**src/rtl/core/assert_macros.svh**
```systemverilog
// ----------------------------------------------------------------------------
// Assertion macros
// Clocked concurrent assertion shorthands, sampled on clk, disabled in reset.
// ----------------------------------------------------------------------------
`ifndef ASSERT_MACROS_SVH
`define ASSERT_MACROS_SVH

// same-cycle implication
`define PPPCA_ASSERT_NOW(label, ante, cons) \
    label: assert property (@(posedge clk) disable iff (!rst_n) (ante) |-> (cons)) \
        else $error("same-cycle check failed");

// next-cycle implication
`define PPPCA_ASSERT_NEXT(label, ante, cons) \
    label: assert property (@(posedge clk) disable iff (!rst_n) (ante) |=> (cons)) \
        else $error("next-cycle check failed");

`endif

```
**src/rtl/core/pppca_pkg.sv**
```systemverilog
// ----------------------------------------------------------------------------
// pppca_pkg
// Types and constants of the PPP control protocol automaton.
// ----------------------------------------------------------------------------
package pppca_pkg;

    localparam int NUM_PROTOCOLS = 5;
    localparam int PROT_IDX_W    = (NUM_PROTOCOLS > 1) ? $clog2(NUM_PROTOCOLS) : 1;

    localparam int CMD_W      = 3;
    localparam int PROT_W     = 3;
    localparam int STATE_W    = 4;
    localparam int CNT_W      = 9;
    localparam int IDENT_W    = 8;
    localparam int MAXC_W     = 8;
    localparam int TICK_W     = 16;
    localparam int DUR_W      = 24;
    localparam int TMR_W      = 2;
    localparam int CFG_IDX_W  = 2;
    localparam int CFG_DATA_W = 16;

    localparam logic [MAXC_W-1:0] CONF_LIMIT_RST    = 8'd10;
    localparam logic [MAXC_W-1:0] TERM_LIMIT_RST    = 8'd2;
    localparam logic [TICK_W-1:0] RESTART_TICKS_RST = 16'd3;

    typedef enum logic [STATE_W-1:0] {
        ST_INITIAL  = 4'd0,
        ST_STARTING = 4'd1,
        ST_CLOSED   = 4'd2,
        ST_STOPPED  = 4'd3,
        ST_CLOSING  = 4'd4,
        ST_STOPPING = 4'd5,
        ST_REQ_SENT = 4'd6,
        ST_ACK_RCVD = 4'd7,
        ST_ACK_SENT = 4'd8,
        ST_OPENED   = 4'd9
    } pppca_state_t;

    typedef enum logic [CMD_W-1:0] {
        CMD_UP      = 3'd0,
        CMD_DOWN    = 3'd1,
        CMD_OPEN    = 3'd2,
        CMD_CLOSE   = 3'd3,
        CMD_TIMEOUT = 3'd4
    } pppca_cmd_t;

    typedef enum logic [TMR_W-1:0] {
        TMR_NONE  = 2'd0,
        TMR_STOP  = 2'd1,
        TMR_START = 2'd2
    } pppca_tmr_t;

    typedef enum logic [CFG_IDX_W-1:0] {
        CFG_CONF_LIMIT    = 2'd0,
        CFG_TERM_LIMIT    = 2'd1,
        CFG_RESTART_TICKS = 2'd2
    } pppca_cfg_idx_t;

    typedef struct packed {
        logic [MAXC_W-1:0] conf_req_limit;
        logic [MAXC_W-1:0] term_req_limit;
        logic [TICK_W-1:0] restart_ticks;
    } pppca_cfg_t;

    typedef struct packed {
        logic [PROT_W-1:0]  protocol_echo;
        pppca_state_t       new_state;
        logic               layer_started;
        logic               layer_down;
        logic               layer_finished;
        logic               send_config_req;
        logic               send_term_req;
        logic [IDENT_W-1:0] term_ident;
        pppca_tmr_t         timer_action;
        logic [DUR_W-1:0]   timer_duration;
        logic               ignored;
    } pppca_result_t;

    typedef struct packed {
        logic                    we;
        pppca_state_t            state;
        logic signed [CNT_W-1:0] counter;
        logic                    running;
        logic                    ident_inc;
    } pppca_upd_t;

endpackage

```
**src/rtl/core/pppca_if.sv**
```systemverilog
// ----------------------------------------------------------------------------
// pppca_if
// Event and result channels: valid/ready handshake with payload.
// ----------------------------------------------------------------------------
interface pppca_evt_if;
    import pppca_pkg::*;

    logic              valid;
    logic              ready;
    logic [CMD_W-1:0]  command;
    logic [PROT_W-1:0] protocol;

    modport source (output valid, command, protocol, input ready);
    modport sink   (input valid, command, protocol, output ready);
endinterface

interface pppca_res_if;
    import pppca_pkg::*;

    logic               valid;
    logic               ready;
    logic [PROT_W-1:0]  protocol_echo;
    logic [STATE_W-1:0] new_state;
    logic               layer_started;
    logic               layer_down;
    logic               layer_finished;
    logic               send_config_req;
    logic               send_term_req;
    logic [IDENT_W-1:0] term_ident;
    logic [TMR_W-1:0]   timer_action;
    logic [DUR_W-1:0]   timer_duration;
    logic               ignored;

    modport source (
        output valid, protocol_echo, new_state, layer_started, layer_down,
               layer_finished, send_config_req, send_term_req, term_ident,
               timer_action, timer_duration, ignored,
        input  ready
    );
    modport sink (
        input  valid, protocol_echo, new_state, layer_started, layer_down,
               layer_finished, send_config_req, send_term_req, term_ident,
               timer_action, timer_duration, ignored,
        output ready
    );
endinterface

```
**src/rtl/core/pppca_in_reg.sv**
```systemverilog
// ----------------------------------------------------------------------------
// pppca_in_reg
// Input register: captures one event per transfer, holds it until taken.
// ----------------------------------------------------------------------------
module pppca_in_reg (
    input  logic                          clk,
    input  logic                          rst_n,
    pppca_evt_if.sink                     evt,
    input  logic                          take,
    output logic                          valid,
    output logic [pppca_pkg::CMD_W-1:0]   command,
    output logic [pppca_pkg::PROT_W-1:0]  protocol
);
    import pppca_pkg::*;

    logic              valid_reg;
    logic [CMD_W-1:0]  command_reg;
    logic [PROT_W-1:0] protocol_reg;

    assign evt.ready = !valid_reg || take;

    always_ff @(posedge clk or negedge rst_n)
    begin
        if (!rst_n)
        begin
            valid_reg <= 1'b0;
        end
        else if (evt.ready)
        begin
            valid_reg <= evt.valid;
        end
    end

    always_ff @(posedge clk)
    begin
        if (evt.ready && evt.valid)
        begin
            command_reg  <= evt.command;
            protocol_reg <= evt.protocol;
        end
    end

    assign valid    = valid_reg;
    assign command  = command_reg;
    assign protocol = protocol_reg;
endmodule

```
**src/rtl/core/pppca_step.sv**
```systemverilog
// ----------------------------------------------------------------------------
// pppca_step
// Transition logic: one event against one protocol's state, counter and
// timer bit gives the result and the state update.
// ----------------------------------------------------------------------------
module pppca_step (
    input  logic                                prot_ok,
    input  logic [pppca_pkg::CMD_W-1:0]         command,
    input  logic [pppca_pkg::PROT_W-1:0]        protocol,
    input  pppca_pkg::pppca_state_t             state,
    input  logic signed [pppca_pkg::CNT_W-1:0]  counter,
    input  logic                                running,
    input  logic [pppca_pkg::IDENT_W-1:0]       ident,
    input  pppca_pkg::pppca_cfg_t               cfg,
    output pppca_pkg::pppca_result_t            result,
    output pppca_pkg::pppca_upd_t               upd
);
    import pppca_pkg::*;

    logic signed [CNT_W-1:0] maxc_s;
    logic signed [CNT_W-1:0] maxt_s;
    logic signed [CNT_W-1:0] cnt_dec;
    logic signed [CNT_W-1:0] dur_cnt;
    logic signed [CNT_W:0]   diff;
    logic [CNT_W-1:0]        mult;
    logic [CNT_W+TICK_W-1:0] prod;
    logic                    ent;
    pppca_state_t            ent_st;
    logic                    run_eff;
    logic                    direct_start;
    logic                    do_start;
    logic                    do_stop;

    assign maxc_s  = $signed({1'b0, cfg.conf_req_limit});
    assign maxt_s  = $signed({1'b0, cfg.term_req_limit});
    assign cnt_dec = (counter != -9'sd1) ? counter - 9'sd1 : counter;

    always_comb
    begin
        ent          = 1'b0;
        ent_st       = state;
        run_eff      = running;
        direct_start = 1'b0;
        dur_cnt      = counter;
        upd.counter  = counter;
        upd.running  = running;
        result.layer_started   = 1'b0;
        result.layer_down      = 1'b0;
        result.layer_finished  = 1'b0;
        result.send_config_req = 1'b0;
        result.send_term_req   = 1'b0;

        unique case (pppca_cmd_t'(command))
            CMD_UP:
            begin
                unique case (state)
                    ST_INITIAL:
                    begin
                        ent    = 1'b1;
                        ent_st = ST_CLOSED;
                    end
                    ST_STARTING:
                    begin
                        upd.counter = maxc_s;
                        dur_cnt     = maxc_s;
                        ent         = 1'b1;
                        ent_st      = ST_REQ_SENT;
                        result.send_config_req = 1'b1;
                    end
                    default: ;
                endcase
            end
            CMD_DOWN:
            begin
                unique case (state)
                    ST_CLOSED, ST_CLOSING:
                    begin
                        ent    = 1'b1;
                        ent_st = ST_INITIAL;
                    end
                    ST_STOPPED:
                    begin
                        ent    = 1'b1;
                        ent_st = ST_STARTING;
                        result.layer_started = 1'b1;
                    end
                    ST_STOPPING, ST_REQ_SENT, ST_ACK_RCVD, ST_ACK_SENT:
                    begin
                        ent    = 1'b1;
                        ent_st = ST_STARTING;
                    end
                    ST_OPENED:
                    begin
                        ent    = 1'b1;
                        ent_st = ST_STARTING;
                        result.layer_down = 1'b1;
                    end
                    default: ;
                endcase
            end
            CMD_OPEN:
            begin
                unique case (state)
                    ST_INITIAL:
                    begin
                        ent    = 1'b1;
                        ent_st = ST_STARTING;
                        result.layer_started = 1'b1;
                    end
                    ST_CLOSED:
                    begin
                        upd.counter = maxc_s;
                        dur_cnt     = maxc_s;
                        ent         = 1'b1;
                        ent_st      = ST_REQ_SENT;
                        result.send_config_req = 1'b1;
                    end
                    ST_CLOSING:
                    begin
                        ent    = 1'b1;
                        ent_st = ST_STOPPING;
                    end
                    default: ;
                endcase
            end
            CMD_CLOSE:
            begin
                unique case (state)
                    ST_STARTING:
                    begin
                        ent    = 1'b1;
                        ent_st = ST_INITIAL;
                        result.layer_finished = 1'b1;
                    end
                    ST_STOPPED:
                    begin
                        ent    = 1'b1;
                        ent_st = ST_CLOSED;
                    end
                    ST_STOPPING:
                    begin
                        ent    = 1'b1;
                        ent_st = ST_CLOSING;
                    end
                    ST_OPENED:
                    begin
                        ent         = 1'b1;
                        ent_st      = ST_CLOSING;
                        upd.counter = maxt_s;
                        result.send_term_req = 1'b1;
                        result.layer_down    = 1'b1;
                    end
                    ST_REQ_SENT, ST_ACK_RCVD, ST_ACK_SENT:
                    begin
                        upd.counter = maxt_s;
                        dur_cnt     = maxt_s;
                        ent         = 1'b1;
                        ent_st      = ST_CLOSING;
                        result.send_term_req = 1'b1;
                    end
                    default: ;
                endcase
            end
            CMD_TIMEOUT:
            begin
                run_eff     = 1'b0;
                upd.running = 1'b0;
                upd.counter = cnt_dec;
                dur_cnt     = cnt_dec;
                if (cnt_dec < 0)
                begin
                    unique case (state)
                        ST_CLOSING:
                        begin
                            ent    = 1'b1;
                            ent_st = ST_CLOSED;
                            result.layer_finished = 1'b1;
                        end
                        ST_STOPPING, ST_REQ_SENT, ST_ACK_RCVD, ST_ACK_SENT:
                        begin
                            ent    = 1'b1;
                            ent_st = ST_STOPPED;
                            result.layer_finished = 1'b1;
                        end
                        default: ;
                    endcase
                end
                else
                begin
                    unique case (state)
                        ST_CLOSING, ST_STOPPING:
                        begin
                            direct_start = 1'b1;
                            result.send_term_req = 1'b1;
                        end
                        ST_REQ_SENT, ST_ACK_RCVD:
                        begin
                            ent    = 1'b1;
                            ent_st = ST_REQ_SENT;
                            result.send_config_req = 1'b1;
                        end
                        ST_ACK_SENT:
                        begin
                            direct_start = 1'b1;
                            result.send_config_req = 1'b1;
                        end
                        default: ;
                    endcase
                end
            end
            default: ;
        endcase

        do_stop  = ent && (ent_st == ST_INITIAL || ent_st == ST_STARTING ||
                           ent_st == ST_CLOSED || ent_st == ST_STOPPED ||
                           ent_st == ST_OPENED);
        do_start = direct_start || (ent && !do_stop && !run_eff);

        if (do_stop)
        begin
            upd.running = 1'b0;
        end
        else if (do_start)
        begin
            upd.running = 1'b1;
        end

        diff = $signed({2'b00, cfg.conf_req_limit}) - $signed({dur_cnt[CNT_W-1], dur_cnt});
        mult = (diff < 10'sd1) ? 9'd1 : diff[CNT_W-1:0];
        prod = mult * cfg.restart_ticks;

        result.protocol_echo = protocol;
        result.new_state     = ent ? ent_st : state;
        result.term_ident    = result.send_term_req ? ident + 8'd1 : '0;
        if (do_stop)
        begin
            result.timer_action   = TMR_STOP;
            result.timer_duration = '0;
        end
        else if (do_start)
        begin
            result.timer_action   = TMR_START;
            result.timer_duration = prod[DUR_W-1:0];
        end
        else
        begin
            result.timer_action   = TMR_NONE;
            result.timer_duration = '0;
        end
        result.ignored = !ent && !result.layer_started && !result.layer_down &&
                         !result.layer_finished && !result.send_config_req &&
                         !result.send_term_req && (result.timer_action == TMR_NONE);

        upd.we        = prot_ok;
        upd.state     = result.new_state;
        upd.ident_inc = result.send_term_req;

        if (!prot_ok)
        begin
            result.new_state       = ST_INITIAL;
            result.layer_started   = 1'b0;
            result.layer_down      = 1'b0;
            result.layer_finished  = 1'b0;
            result.send_config_req = 1'b0;
            result.send_term_req   = 1'b0;
            result.term_ident      = '0;
            result.timer_action    = TMR_NONE;
            result.timer_duration  = '0;
            result.ignored         = 1'b1;
            upd.ident_inc          = 1'b0;
        end
    end
endmodule

```
**src/rtl/core/ppp_control_protocol_automaton.sv**
```systemverilog
// ----------------------------------------------------------------------------
// ppp_control_protocol_automaton
// An event passes the input register, then the result register, to the result.
// Throughput: one event per cycle while res.ready holds no result back,
// also back to back on the same protocol.
// Reset: all protocols initial, counters and timer bits clear, identifier 0,
// restart limits 10 and 2, restart ticks 3.
// ----------------------------------------------------------------------------
`include "assert_macros.svh"

module ppp_control_protocol_automaton (
    input  logic                               clk,
    input  logic                               rst_n,
    input  logic                               cfg_we,
    input  logic [pppca_pkg::CFG_IDX_W-1:0]    cfg_index,
    input  logic [pppca_pkg::CFG_DATA_W-1:0]   cfg_data,
    pppca_evt_if.sink                          evt,
    pppca_res_if.source                        res
);
    import pppca_pkg::*;

    pppca_cfg_t              cfg_reg;
    pppca_state_t            st_reg  [NUM_PROTOCOLS];
    logic signed [CNT_W-1:0] cnt_reg [NUM_PROTOCOLS];
    logic                    run_reg [NUM_PROTOCOLS];
    logic [IDENT_W-1:0]      ident_reg;
    pppca_result_t           res_reg;
    logic                    out_valid_reg;

    logic                    in_valid;
    logic [CMD_W-1:0]        in_command;
    logic [PROT_W-1:0]       in_protocol;
    logic [PROT_IDX_W-1:0]   p_idx;
    logic                    prot_ok;
    logic                    adv;
    pppca_result_t           result;
    pppca_upd_t              upd;

    always_ff @(posedge clk or negedge rst_n)
    begin
        if (!rst_n)
        begin
            cfg_reg.conf_req_limit <= CONF_LIMIT_RST;
            cfg_reg.term_req_limit <= TERM_LIMIT_RST;
            cfg_reg.restart_ticks  <= RESTART_TICKS_RST;
        end
        else if (cfg_we)
        begin
            unique case (pppca_cfg_idx_t'(cfg_index))
                CFG_CONF_LIMIT:    cfg_reg.conf_req_limit <= cfg_data[MAXC_W-1:0];
                CFG_TERM_LIMIT:    cfg_reg.term_req_limit <= cfg_data[MAXC_W-1:0];
                CFG_RESTART_TICKS: cfg_reg.restart_ticks  <= cfg_data[TICK_W-1:0];
                default: ;
            endcase
        end
    end

    pppca_in_reg u_in_reg (
        .clk      (clk),
        .rst_n    (rst_n),
        .evt      (evt),
        .take     (adv),
        .valid    (in_valid),
        .command  (in_command),
        .protocol (in_protocol)
    );

    assign adv     = in_valid && (!out_valid_reg || res.ready);
    assign prot_ok = int'(in_protocol) < NUM_PROTOCOLS;
    assign p_idx   = prot_ok ? PROT_IDX_W'(in_protocol) : '0;

    pppca_step u_step (
        .prot_ok  (prot_ok),
        .command  (in_command),
        .protocol (in_protocol),
        .state    (st_reg[p_idx]),
        .counter  (cnt_reg[p_idx]),
        .running  (run_reg[p_idx]),
        .ident    (ident_reg),
        .cfg      (cfg_reg),
        .result   (result),
        .upd      (upd)
    );

    always_ff @(posedge clk or negedge rst_n)
    begin
        if (!rst_n)
        begin
            for (int i = 0; i < NUM_PROTOCOLS; i++)
            begin
                st_reg[i]  <= ST_INITIAL;
                cnt_reg[i] <= '0;
                run_reg[i] <= 1'b0;
            end
            ident_reg <= '0;
        end
        else if (adv)
        begin
            if (upd.we)
            begin
                st_reg[p_idx]  <= upd.state;
                cnt_reg[p_idx] <= upd.counter;
                run_reg[p_idx] <= upd.running;
            end
            if (upd.ident_inc)
            begin
                ident_reg <= ident_reg + 8'd1;
            end
        end
    end

    always_ff @(posedge clk or negedge rst_n)
    begin
        if (!rst_n)
        begin
            out_valid_reg <= 1'b0;
        end
        else if (adv)
        begin
            out_valid_reg <= 1'b1;
        end
        else if (res.ready)
        begin
            out_valid_reg <= 1'b0;
        end
    end

    always_ff @(posedge clk)
    begin
        if (adv)
        begin
            res_reg <= result;
        end
    end

    assign res.valid           = out_valid_reg;
    assign res.protocol_echo   = res_reg.protocol_echo;
    assign res.new_state       = STATE_W'(res_reg.new_state);
    assign res.layer_started   = res_reg.layer_started;
    assign res.layer_down      = res_reg.layer_down;
    assign res.layer_finished  = res_reg.layer_finished;
    assign res.send_config_req = res_reg.send_config_req;
    assign res.send_term_req   = res_reg.send_term_req;
    assign res.term_ident      = res_reg.term_ident;
    assign res.timer_action    = TMR_W'(res_reg.timer_action);
    assign res.timer_duration  = res_reg.timer_duration;
    assign res.ignored         = res_reg.ignored;

    `PPPCA_ASSERT_NEXT(a_held_event, in_valid && !adv, in_valid && $stable(in_command) && $stable(in_protocol))
    `PPPCA_ASSERT_NEXT(a_start_sets_run, adv && upd.we && result.timer_action == TMR_START, run_reg[$past(p_idx)])
    `PPPCA_ASSERT_NEXT(a_ident_step, adv && result.send_term_req, ident_reg == $past(ident_reg) + 8'd1)
    `PPPCA_ASSERT_NOW(a_bad_prot_quiet, adv && !prot_ok, result.ignored && !upd.ident_inc)

endmodule
```
**src/flat_wrapper.sv**
```systemverilog
// flat-port wrapper written by rule: the top's interface ports become plain ports
module ppp_control_protocol_automaton_flat import pppca_pkg::*;
  (clk, rst_n, cfg_we, cfg_index, cfg_data, evt_valid, evt_command, evt_protocol, evt_ready, res_valid, res_protocol_echo, res_new_state, res_layer_started, res_layer_down, res_layer_finished, res_send_config_req, res_send_term_req, res_term_ident, res_timer_action, res_timer_duration, res_ignored, res_ready);
  pppca_evt_if evt_i ();
  pppca_res_if res_i ();
  input  logic clk;
  input  logic rst_n;
  input  logic cfg_we;
  input  logic [pppca_pkg::CFG_IDX_W-1:0] cfg_index;
  input  logic [pppca_pkg::CFG_DATA_W-1:0] cfg_data;
  input wire logic [$bits(evt_i.valid)-1:0] evt_valid;
  input wire logic [$bits(evt_i.command)-1:0] evt_command;
  input wire logic [$bits(evt_i.protocol)-1:0] evt_protocol;
  output wire logic [$bits(evt_i.ready)-1:0] evt_ready;
  output wire logic [$bits(res_i.valid)-1:0] res_valid;
  output wire logic [$bits(res_i.protocol_echo)-1:0] res_protocol_echo;
  output wire logic [$bits(res_i.new_state)-1:0] res_new_state;
  output wire logic [$bits(res_i.layer_started)-1:0] res_layer_started;
  output wire logic [$bits(res_i.layer_down)-1:0] res_layer_down;
  output wire logic [$bits(res_i.layer_finished)-1:0] res_layer_finished;
  output wire logic [$bits(res_i.send_config_req)-1:0] res_send_config_req;
  output wire logic [$bits(res_i.send_term_req)-1:0] res_send_term_req;
  output wire logic [$bits(res_i.term_ident)-1:0] res_term_ident;
  output wire logic [$bits(res_i.timer_action)-1:0] res_timer_action;
  output wire logic [$bits(res_i.timer_duration)-1:0] res_timer_duration;
  output wire logic [$bits(res_i.ignored)-1:0] res_ignored;
  input wire logic [$bits(res_i.ready)-1:0] res_ready;
  assign evt_i.valid = evt_valid;
  assign evt_i.command = evt_command;
  assign evt_i.protocol = evt_protocol;
  assign evt_ready = evt_i.ready;
  assign res_valid = res_i.valid;
  assign res_protocol_echo = res_i.protocol_echo;
  assign res_new_state = res_i.new_state;
  assign res_layer_started = res_i.layer_started;
  assign res_layer_down = res_i.layer_down;
  assign res_layer_finished = res_i.layer_finished;
  assign res_send_config_req = res_i.send_config_req;
  assign res_send_term_req = res_i.send_term_req;
  assign res_term_ident = res_i.term_ident;
  assign res_timer_action = res_i.timer_action;
  assign res_timer_duration = res_i.timer_duration;
  assign res_ignored = res_i.ignored;
  assign res_i.ready = res_ready;
  ppp_control_protocol_automaton u_core (.clk(clk), .rst_n(rst_n), .cfg_we(cfg_we), .cfg_index(cfg_index), .cfg_data(cfg_data), .evt(evt_i), .res(res_i));
endmodule
```
**config.mk**
```make
export PLATFORM = sky130hd
export DESIGN_NAME = ppp_control_protocol_automaton_flat
export DESIGN_NICKNAME = d
export VERILOG_FILES = /design/src/rtl/core/pppca_pkg.sv /design/src/rtl/core/pppca_if.sv /design/src/rtl/core/pppca_in_reg.sv /design/src/rtl/core/pppca_step.sv /design/src/rtl/core/ppp_control_protocol_automaton.sv /design/src/flat_wrapper.sv
export VERILOG_INCLUDE_DIRS = /design/src /design/src/rtl/core
export SDC_FILE = /design/constraint.sdc
export NUM_CORES = 1
export LEC_CHECK = 0
export BUFFER_PORTS_ARGS = -buffer_cell sky130_fd_sc_hd__buf_4
export CORE_ASPECT_RATIO = 0.9
export CORE_MARGIN = 5
export CORE_UTILIZATION = 46
export CTS_BUF_LIST = sky130_fd_sc_hd__clkbuf_4 sky130_fd_sc_hd__clkbuf_8
export DETAILED_ROUTE_END_ITERATION = 16
export GPL_TIMING_DRIVEN = 0
export PLACE_DENSITY_LB_ADDON = 0.08
export SLEW_MARGIN = 40
export SYNTH_ARGS = -nofsm -noshare
export SYNTH_HDL_FRONTEND = slang
export SYNTH_SLANG_ARGS = --single-unit
```
**constraint.sdc**
```tcl
create_clock -name clk -period 16.39 [get_ports clk]
set_input_delay 1.639 -clock clk [delete_from_list [all_inputs] [get_ports clk]]
set_output_delay 1.639 -clock clk [all_outputs]
set_load 0.05 [all_outputs]
```
==> qor.yml, run 1 <==
outcome:
  status: "completed"
yosys:
  synthesis.nets: 1505
  synth_seq_cells: 165
  synth_area_mm2: 0.01307
  synthFlopType: "dfrtp_1"
  async_flop_share_pct: 67.88
  ys_warn_count: 0
  syn_inst: 1323
  syn_avg_cell_area_um2: 9.877
  ys_types: 81
  seq_area_frac_synth_pct: 33.67
  synth-edff-count: 53
detailed_routing:
  post-route-drc-count: 0
  final_antenna_net_count: 0
  drt-initial-drc-count: 545
  firstDrtPassIters: 6
  via_per_inst: 5.569
  vias: 9990
  drt-wirelength-per-cell_um: 19.01
  routed_wl_um: 34110
critical_path:
  crit_path_max_incr_delay_ns: 0.72
  start_kind: "flip-flop"
  cp.required_ns: 16.75
  critPathKind: "reg -> reg"
  crit_fanout: 10
  slowest_stage: "a2111oi_0"
  critical_path.endpoint_type: "flip-flop"
  crit_start: "u_core.u_in_reg.protocol[0]"
  cpMostUsedCell: "inv_1"
  r2r_start: "u_core.u_in_reg.protocol[0]"
  arrival_ns: 12.63
global_routing:
  grt_max_degree: 72
  grt_pass1_vias: 10170
  track_usage_pct: 22.25
  antenna_found_initial: 0
  grt-ovfl-total: 0
  grt_pass1_wl_um: 56500
clock_tree:
  root_buffer: "clkbuf_8"
  ctsHoldBuffers: 0
  postCtsSetupRepairBufs: 0
  htreeDepth: 4
  clockBufferDepth: 2
  clock_latency_ns: 0.49
  cts_resized: 0
  cts_tree: "yes"
  cts.sinks: 165
  clk_pin_slew_worst_paths_ns: 0.11
  cts_inserted_buffers: 17
sta:
  hold_violations: 0
  setup_tns_ns: 0
  slew_headroom_pct: 48.47
  fin_worst_skew_ns: 0.02476
  worstMarginPinSlew_ns: 0.7534
  timing.final.crit_period_ns: 12.26
  max_freq_mhz: 81.54
  report.final.slew_viol_count: 0
  rsz0062_at_grt: "false"
  setup_viol: 0
  post-route-period-util_pct: 74.83
floorplanning:
  core-area_mm2: 0.02801
  fp-row-count: 58
  io_pins: 78
  start_util_pct: 46.65
  die_w_um: 187.7
  die-area_mm2: 0.03188
  die_y_um: 169.9
layout:
  final_common_cell: "inv_1"
  area_growth_pct: 11.95
  drive_gt1_share_pct: 17.50
  largest_register_ffs: 45
  antenna_cells: 0
  num-nets-final: 1603
  final_cell_mix: "inv_1 (146), dfrtp_1 (107), fa_1 (99), and3_1 (86), o21ai_0 (85)"
place:
  io_buffers: 77
  place_congestion: 0.8915
  dp_hpwl_um: 26560
flow_run:
  max_cap_violations: 0
worst_hold_path:
  hp-start: "u_core.u_in_reg.protocol[2]"
  min_path_type: "reg -> reg"
[area by class of cell]
cell class,instances,area [um2]
Buffer,73,362.8
Tap cell,360,450.4
Timing Repair Buffer,79,633.1
Inverter,148,558.0
Clock buffer,18,247.7
Fill cell,2632,13380
Clock inverter,14,209.0
Multi-Input combinational cell,937,7767
Sequential cell,165,4400
[critical path: cells and delay by family (launching register included)]
kind / cells / cell delay (ns)
xor+xnor: 2 / 0.86
mux: 2 / 0.36
buf+inv: 11 / 1.67
simple gates: 7 / 1.23
compound gates: 17 / 4.53
flops: 1 / 0.65
fa+ha+maj: 7 / 2.83
[synth_stat cells (all sizes together) (13+ instances only)]
cell type,n,share of area [%]
a21oi,65,2.5
a22oi,20,1.3
and3,86,4.1
buf,38,1.8
clkbuf,35,1.0
dfrtp,107,20
edfxtp,53,12
fa,99,15
ha,54,5.2
inv,148,4.3
mux2,58,5.0
mux2i,17,1.3
nand2,75,2.2
nand2b,13,0.62
nand3,52,2.0
nor2,100,3.7
nor3,24,1.0
nor3b,14,0.97
o21ai,89,3.4
xnor2,15,1.0
xor2,21,1.4
[worst paths after layout]
check                                           endpoint  slack, ns  cells after the start
max                        u_core.res.timer_duration[23]       4.13                     46
min                          u_core.res.protocol_echo[2]       0.49                      0
max reg2reg                u_core.res.timer_duration[23]       4.13                     46
min reg2reg                  u_core.res.protocol_echo[2]       0.49                      0
max in group asynchronous             u_core.cfg_reg[25]      14.67                      2
min in group asynchronous             u_core.cnt_reg[22]       1.02                      1
[metal layers]
metal / global-route usage, % / part of all wire [%] / vias up
met5: 0 / 0 / -
met4: 4.786 / 1.5 / 0
met3: 3.692 / 5.8 / 30
met2: 31.44 / 41 / 291
met1: 35.81 / 52 / 4913
li1: - / - / 4756
[metrics by stage]
stage               hold WS (ns)  setup WS (ns)  util (%)  std cells  area [um2]
floorplan                 0.4277          6.449         -       1323       13070
global placement          0.4619          4.323     50.32       1760       14100
detailed placement        0.4700          4.260     50.54       1762       14160
CTS                       0.4938          4.239     52.18       1794       14620
global route              0.5110          3.319     52.22       1794       14630
finish                    0.4852          4.126     52.22       1794       14630
[cell families after synthesis]
family | after synthesis | share of synthesized area, %
compound gates | 261 | 12.95
xor+xnor | 37 | 2.585
fa+ha+maj | 153 | 20.34
buf+inv | 221 | 7.028
flops | 165 | 33.67
mux | 75 | 6.300
simple gates | 411 | 17.13
Power of run 1 is not shown: default switching activity piles up to over one toggle a cycle in this logic, so the estimate is an artifact.
==> inputs of run 2 (changes only) <==
--- a/config.mk
+++ b/config.mk
@@ -6,6 +6,7 @@
 export SDC_FILE = /design/constraint.sdc
 export NUM_CORES = 1
 export LEC_CHECK = 0
+export ABC_AREA = 1
 export BUFFER_PORTS_ARGS = -buffer_cell sky130_fd_sc_hd__buf_4
 export CORE_ASPECT_RATIO = 0.9
 export CORE_MARGIN = 5
==> constraint.sdc (replaced) <==
create_clock -name clk -period 12.9 [get_ports clk]
set_input_delay 1.29 -clock clk [delete_from_list [all_inputs] [get_ports clk]]
set_output_delay 1.29 -clock clk [all_outputs]
set_load 0.05 [all_outputs]
==> run 2 against run 1 <==
Compared with the run above:
- critical path depth increased by 3
- cell area is 1.9% lower
- wire length is 1.6% higher
- maximum frequency is 27% higher
- clock skew up 0.0061 ns
- die area decreased by 1.6%
- cell count increased by 16%
- area after synthesis is 1.7% lower
- register-to-register slack got worse by 0.85 ns
- synthesized cell count rose by 21%
- flip-flop and latch count is the same
- count of clock-buffer cells in the layout fell by 1
- largest cell class unchanged
==> qor.yml, run 2 <==
outcome:
  status: "completed"
critical_path:
  arrival_ns: 9.85  # -2.78 ns
  critPathKind: "reg -> reg"
  cp.required_ns: 13.13  # -3.62 ns
  slowest_stage: "fa_1"
  critical_path.endpoint_type: "flip-flop"
  crit_path_max_incr_delay_ns: 0.56  # -0.16 ns
  start_kind: "flip-flop"
  crit_fanout: 10  # unchanged
  cpMostUsedCell: "nand2_1"
layout:
  num-nets-final: 1883  # +17%
  area_growth_pct: 11.73
  largest_register_ffs: 45  # unchanged
  antenna_cells: 0  # unchanged
  final_common_cell: "nand2_1"
  final_cell_mix: "nand2_1 (360), inv_1 (256), nor2_1 (206), dfrtp_1 (107), o21ai_0 (106)"
  drive_gt1_share_pct: 11.61  # -5.9 points
global_routing:
  grt_pass1_wl_um: 56590  # +0.17%
  grt_max_degree: 73  # +1.4%
  grt-ovfl-total: 0  # unchanged
  grt_pass1_vias: 10240  # +0.64%
  antenna_found_initial: 0  # unchanged
  track_usage_pct: 22.80  # +0.56 points
flow_run:
  max_cap_violations: 0  # unchanged
clock_tree:
  clk_pin_slew_worst_paths_ns: 0.12  # about the same
  root_buffer: "clkbuf_8"
  postCtsSetupRepairBufs: 0  # unchanged
  htreeDepth: 4  # unchanged
  cts_inserted_buffers: 17  # unchanged
  cts_tree: "yes"
  clock_latency_ns: 0.47  # -0.02 ns
  clockBufferDepth: 2  # unchanged
  cts_resized: 0  # unchanged
  ctsHoldBuffers: 0  # unchanged
  cts.sinks: 165  # unchanged
detailed_routing:
  wl_met1_um: 18190  # +2.2%
  wl_met2_um: 13350  # -3.5%
  vias: 10640  # +6.5%
  firstDrtPassIters: 5  # -1
  met3WireLength_um: 2894  # +47%
  maxUsedRoutingLayer: "met4"
  final_antenna_net_count: 0  # unchanged
  post-route-drc-count: 0  # unchanged
  routed_wl_um: 34650  # +1.6%
  drt-wirelength-per-cell_um: 16.71  # -12%
  via_per_inst: 5.131  # -7.9%
  drt-initial-drc-count: 868  # +59%
floorplanning:
  die_y_um: 168.5  # -0.79%
  die-area_mm2: 0.03138  # -1.6%
  fp-row-count: 58  # unchanged
  die_w_um: 186.2  # -0.80%
  io_pins: 78  # unchanged
  core-area_mm2: 0.02772  # -1.0%
  start_util_pct: 46.34  # -0.31 points
worst_hold_path:
  min_path_type: "reg -> reg"
yosys:
  async_flop_share_pct: 67.88  # unchanged
  synthFlopType: "dfrtp_1"
  synth_most_common_cell: "nand2_1"
  synth-edff-count: 53  # unchanged
  synth_seq_cells: 165  # unchanged
  synth_top_cells_by_count: "nand2_1 (360), inv_1 (257), nor2_1 (206)"
  yosys.area.top_type: "dfrtp_1"
  ys_top_cells_by_area: "dfrtp_1 (21%), fa_1 (15%), edfxtp_1 (12%)"
  syn_inst: 1602  # +21%
  ys_warn_count: 0  # unchanged
  synthesis.nets: 1784  # +19%
  syn_avg_cell_area_um2: 8.020  # -19%
  ys_types: 51  # -37%
  synth_top_area_share_pct: 20.84  # +0.35 points
  synth_area_mm2: 0.01285  # -1.7%
  seq_area_frac_synth_pct: 34.25  # +0.58 points
place:
  io_buffers: 77  # unchanged
  place_congestion: 0.8900  # -0.17%
  dp_hpwl_um: 27980  # +5.4%
sta:
  fin_worst_skew_ns: 0.03088  # +0.006117 ns
  rsz0062_at_grt: "false"
  setup_tns_ns: 0  # unchanged
  setup_viol: 0  # unchanged
  worstMarginPinSlew_ns: 0.8128  # +0.05934 ns
  post-route-period-util_pct: 74.58  # -0.25 points
  slew_headroom_pct: 45.61  # -2.9 points
  hold_violations: 0  # unchanged
  timing.final.crit_period_ns: 9.621  # -2.644 ns
  max_freq_mhz: 103.9  # +27%
  report.final.slew_viol_count: 0  # unchanged
[run 2: cell families after synthesis]
| logic type | after synthesis | share of synthesized area (%) |
|---|---|---|
| adders and majority gates | 153 | 20.69 |
| xor gates and xnor gates | 32 | 2.182 |
| DFF | 165 | 34.25 |
| AOI/OAI and AO/OA | 209 | 8.960 |
| and+or+nand+nor | 733 | 24.31 |
| buffers and inverters | 310 | 9.612 |
[run 2: metal layers]
layer	track usage, %	vias to the layer above
met5	0	-
met4	3.009	0
met1	38.79	5043
met3	5.028	16
li1	-	5244
met2	29.88	339
[run 2: cell type report]
class | count | area (um2)
Buffer | 41 | 222.7
Clock inverter | 15 | 175.2
Sequential cell | 165 | 4400
Fill cell | 2750 | 13370
Inverter | 269 | 1015
Multi-Input combinational cell | 1127 | 7218
Tap cell | 360 | 450.4
Timing Repair Buffer | 80 | 638.1
Clock buffer | 17 | 234.0
[run 2: metrics by stage]
stage / hold slack (ns) / std cells / utilization, % / cell area, um2 / setup slack, ns
final: 0.4742 / 2074 / 51.78 / 14350 / 3.279
after global routing: 0.5048 / 2074 / 51.78 / 14350 / 2.486
after CTS: 0.4870 / 2074 / 51.78 / 14350 / 3.431
after detailed placement: 0.4571 / 2042 / 50.30 / 13940 / 3.481
after global placement: 0.4327 / 2039 / 50.05 / 13880 / 3.542
after floorplan: 0.4206 / 1602 / - / 12850 / 4.809
[run 2: final timing paths]
kind,slack (ns),to,start,cells after the start
hold reg to reg,0.47,u_core.res.protocol_echo[2],u_core.u_in_reg.protocol[2],0
max in group asynchronous,11.51,u_core.cfg_reg[27],rst_n,2
hold / removal,0.47,u_core.res.protocol_echo[2],u_core.u_in_reg.protocol[2],0
min in group asynchronous,0.68,u_core.cnt_reg[30],rst_n,1
setup / recovery,3.28,u_core.res.timer_duration[16],u_core.u_in_reg.protocol[0],49
setup reg to reg,3.28,u_core.res.timer_duration[16],u_core.u_in_reg.protocol[0],49
[run 2: worst max-delay path, delay by kind of cell (launching register included)]
family	cells	cell delay (ns)
xor gates and xnor gates	1	0.19
DFF	1	0.38
adders and majority gates	8	3.41
buffers and inverters	11	1.74
and+or+nand+nor	21	2.01
AOI/OAI and AO/OA	8	1.58
Power of run 2 is left out for the same reason.
==> inputs of run 3 (changes only) <==
--- a/config.mk
+++ b/config.mk
@@ -6,7 +6,7 @@
 export SDC_FILE = /design/constraint.sdc
 export NUM_CORES = 1
 export LEC_CHECK = 0
-export ABC_AREA = 1
+export ABC_AREA = 0
 export BUFFER_PORTS_ARGS = -buffer_cell sky130_fd_sc_hd__buf_4
 export CORE_ASPECT_RATIO = 0.9
 export CORE_MARGIN = 5
==> constraint.sdc (replaced) <==
create_clock -name clk -period 9.14 [get_ports clk]
set_input_delay 0.914 -clock clk [delete_from_list [all_inputs] [get_ports clk]]
set_output_delay 0.914 -clock clk [all_outputs]
set_load 0.05 [all_outputs]
==> run 3 against run 2 <==
Compared with the run above:
- hold slack lost 0.14 ns
- count of clock-buffer cells in the layout is the same
- critical path depth shrank 8
- the flow now finishes with violations (setup timing)
- core utilization grew 6.3 points
- die area grew 1.6%
- first-iteration DRC count shrank 15%
- largest cell class unchanged
==> qor.yml, run 3 (synthesis gave the netlist of run 1 again) <==
critical_path:
  r2r_setup_slack_ns: -0.44  # -3.72 ns
  critPathKind: "reg -> reg"
  reg2reg_depth: 41  # -16%
  r2r-end: "u_core.res.timer_duration[23]"
  r2r_start: "u_core.u_in_reg.protocol[1]"
  start_kind: "flip-flop"
  cpMostUsedCell: "fa_1"
  slowest_stage: "fa_1"
  cp.required_ns: 9.51  # -3.62 ns
  crit_start: "u_core.u_in_reg.protocol[1]"
  crit_path_max_incr_delay_ns: 0.54  # -0.02 ns
  critical_path.endpoint_type: "flip-flop"
  crit_fanout: 10  # unchanged
  arrival_ns: 9.95  # +0.10 ns
  crit_path_end: "u_core.res.timer_duration[23]"
global_routing:
  met3_usage_pct: 3.651  # -1.4 points
  grt_pass1_wl_um: 58820  # +3.9%
  grt_use_met1_pct: 36.05  # -2.7 points
  grt_max_degree: 62  # -15%
  grt.busiest_layer: "met1"
  grt_pass1_vias: 10820  # +5.6%
  antenna_found_initial: 0  # unchanged
  track_usage_pct: 22.96  # +0.15 points
  use_met2_pct: 33.80  # +3.9 points
  grt-ovfl-total: 0  # unchanged
flow_run:
  max_cap_violations: 0  # unchanged
floorplanning:
  core-area_mm2: 0.02801  # +1.0%
  die_y_um: 169.9  # +0.80%
  die_w_um: 187.7  # +0.81%
  start_util_pct: 46.65  # +0.31 points
  io_pins: 78  # unchanged
  die-area_mm2: 0.03188  # +1.6%
  fp-row-count: 58  # unchanged
layout:
  nFillCells: 2479  # -9.9%
  num-nets-final: 1684  # -11%
  area_growth_pct: 24.57
  antenna_cells: 0  # unchanged
  final_common_cell: "buf_4"
  largest_register_ffs: 45  # unchanged
  final_cell_mix: "buf_4 (148), inv_1 (135), dfrtp_1 (107), fa_1 (93), and3_1 (78)"
  drive_gt1_share_pct: 31.22  # +20 points
sta:
  max_freq_mhz: 104.4  # +0.40%
  worstMarginPinSlew_ns: 0.7902  # -0.02258 ns
  fin_ws_ns: -0.4423  # -3.721 ns
  post-route-period-util_pct: 104.8  # +30 points
  hold_violations: 0  # unchanged
  setup_viol: 6  # +6
  report.final.slew_viol_count: 0  # unchanged
  holdWs_ns: 0.3358  # -0.1384 ns
  slew_headroom_pct: 47.32  # +1.7 points
  rsz0062_at_grt: "true"
  fin_worst_skew_ns: 0.03694  # +0.006055 ns
  timing.final.crit_period_ns: 9.582  # -0.03852 ns
worst_hold_path:
  min_path_type: "in -> async"
place:
  dp_hpwl_um: 26040  # -6.9%
  io_buffers: 77  # unchanged
  dp_slack_ns: -1.653  # -5.134 ns
  place_congestion: 0.8924  # +0.27%
detailed_routing:
  final_antenna_net_count: 0  # unchanged
  post-route-drc-count: 0  # unchanged
  routed_wl_um: 35920  # +3.7%
  drt-wirelength-per-cell_um: 19.16  # +15%
  via_per_inst: 5.639  # +9.9%
  firstDrtPassIters: 5  # unchanged
  vias: 10570  # -0.65%
  drt-initial-drc-count: 735  # -15%
clock_tree:
  clk_pin_slew_worst_paths_ns: 0.13  # about the same
  cts_tree: "yes"
  clock_latency_ns: 0.49  # +0.02 ns
  htreeDepth: 4  # unchanged
  clockBufferDepth: 2  # unchanged
  root_buffer: "clkbuf_8"
  cts_inserted_buffers: 17  # unchanged
  cts.sinks: 165  # unchanged
outcome:
  status: "finished, violations left"
  failed_checks: "setup timing"
[run 3: cell types whose count changed in the layout (fill, tap and decap cells not counted), sizes merged, moves of 17 or more]
cell / before / now
nand2: 378 / 75
nor2: 226 / 100
inv: 277 / 155
buf: 103 / 194
and3: 3 / 86
mux2: 0 / 58
nand3: 92 / 52
o21ai: 116 / 89
a22oi: 2 / 20
clkbuf: 35 / 53
mux2i: 0 / 17
[run 3: how the worst min path moves through the flow]
stage	startpoint	end	slack (ns)	cells past startpoint
final	rst_n	u_core.res.valid	0.34	1
after global placement	u_core.u_in_reg.protocol[2]	u_core.res.protocol_echo[2]	0.45	0
after global routing	rst_n	u_core.res.valid	0.35	1
after CTS	rst_n	u_core.res.valid	0.34	1
after floorplan	u_core.u_in_reg.protocol[2]	u_core.res.protocol_echo[2]	0.43	0
after detailed placement	u_core.u_in_reg.protocol[2]	u_core.res.protocol_echo[2]	0.47	0
[run 3: critical path, delay by kind of cell (launching register included)]
kind / cells / cell delay [ns]
flip-flops: 1 / 0.49
AO/OA/AOI/OAI: 20 / 3.74
AND/OR/NAND/NOR: 6 / 1.49
adder cells (fa/ha/maj): 6 / 2.48
XOR/XNOR: 1 / 0.24
buffers and inverters: 8 / 0.98
[run 3: layout make-up]
| class | count | area [um2] | area share (%) |
|---|---|---|---|
| Buffer | 73 | 495.5 | 3.044 |
| Clock buffer | 17 | 234.0 | 1.437 |
| Clock inverter | 15 | 162.7 | 0.9992 |
| Inverter | 148 | 558.0 | 3.428 |
| Multi-Input combinational cell | 938 | 8642 | 53.09 |
| Sequential cell | 165 | 4400 | 27.03 |
| Tap cell | 360 | 450.4 | 2.767 |
| Timing Repair Buffer | 159 | 1335 | 8.201 |
[run 3: metal layers]
metal | routed length [um] | vias up | part of all wire [%]
met5 | 0 | - | 0
met4 | 391 | 0 | 1.1
met3 | 2229 | 36 | 6.2
met2 | 15210 | 345 | 42
met1 | 18080 | 5274 | 50
li1 | - | 4918 | -
[run 3: metrics by stage]
stage          TNS (ns)  util (%)  cells  instance area (um2)
6_report         -1.608     58.11   1875                16280
3_3_place_gp     -14.80     50.66   1760                14190
4_1_cts         -0.9297     56.22   1853                15750
3_5_place_dp     -15.12     50.88   1762                14250
5_1_grt          -5.058     58.11   1875                16280
2_1_floorplan         0         -   1323                13160
[run 3: repair_timing]
action | in CTS | in global routing
gates cloned | 6 | 0
endpoints found under the setup margin | 17 | 13
buffers inserted | 53 | 22
resized for setup | 141 | 82
hold buffers | 0 | 0
pin swaps | 88 | 59
Power of run 3 is left out for the same reason.
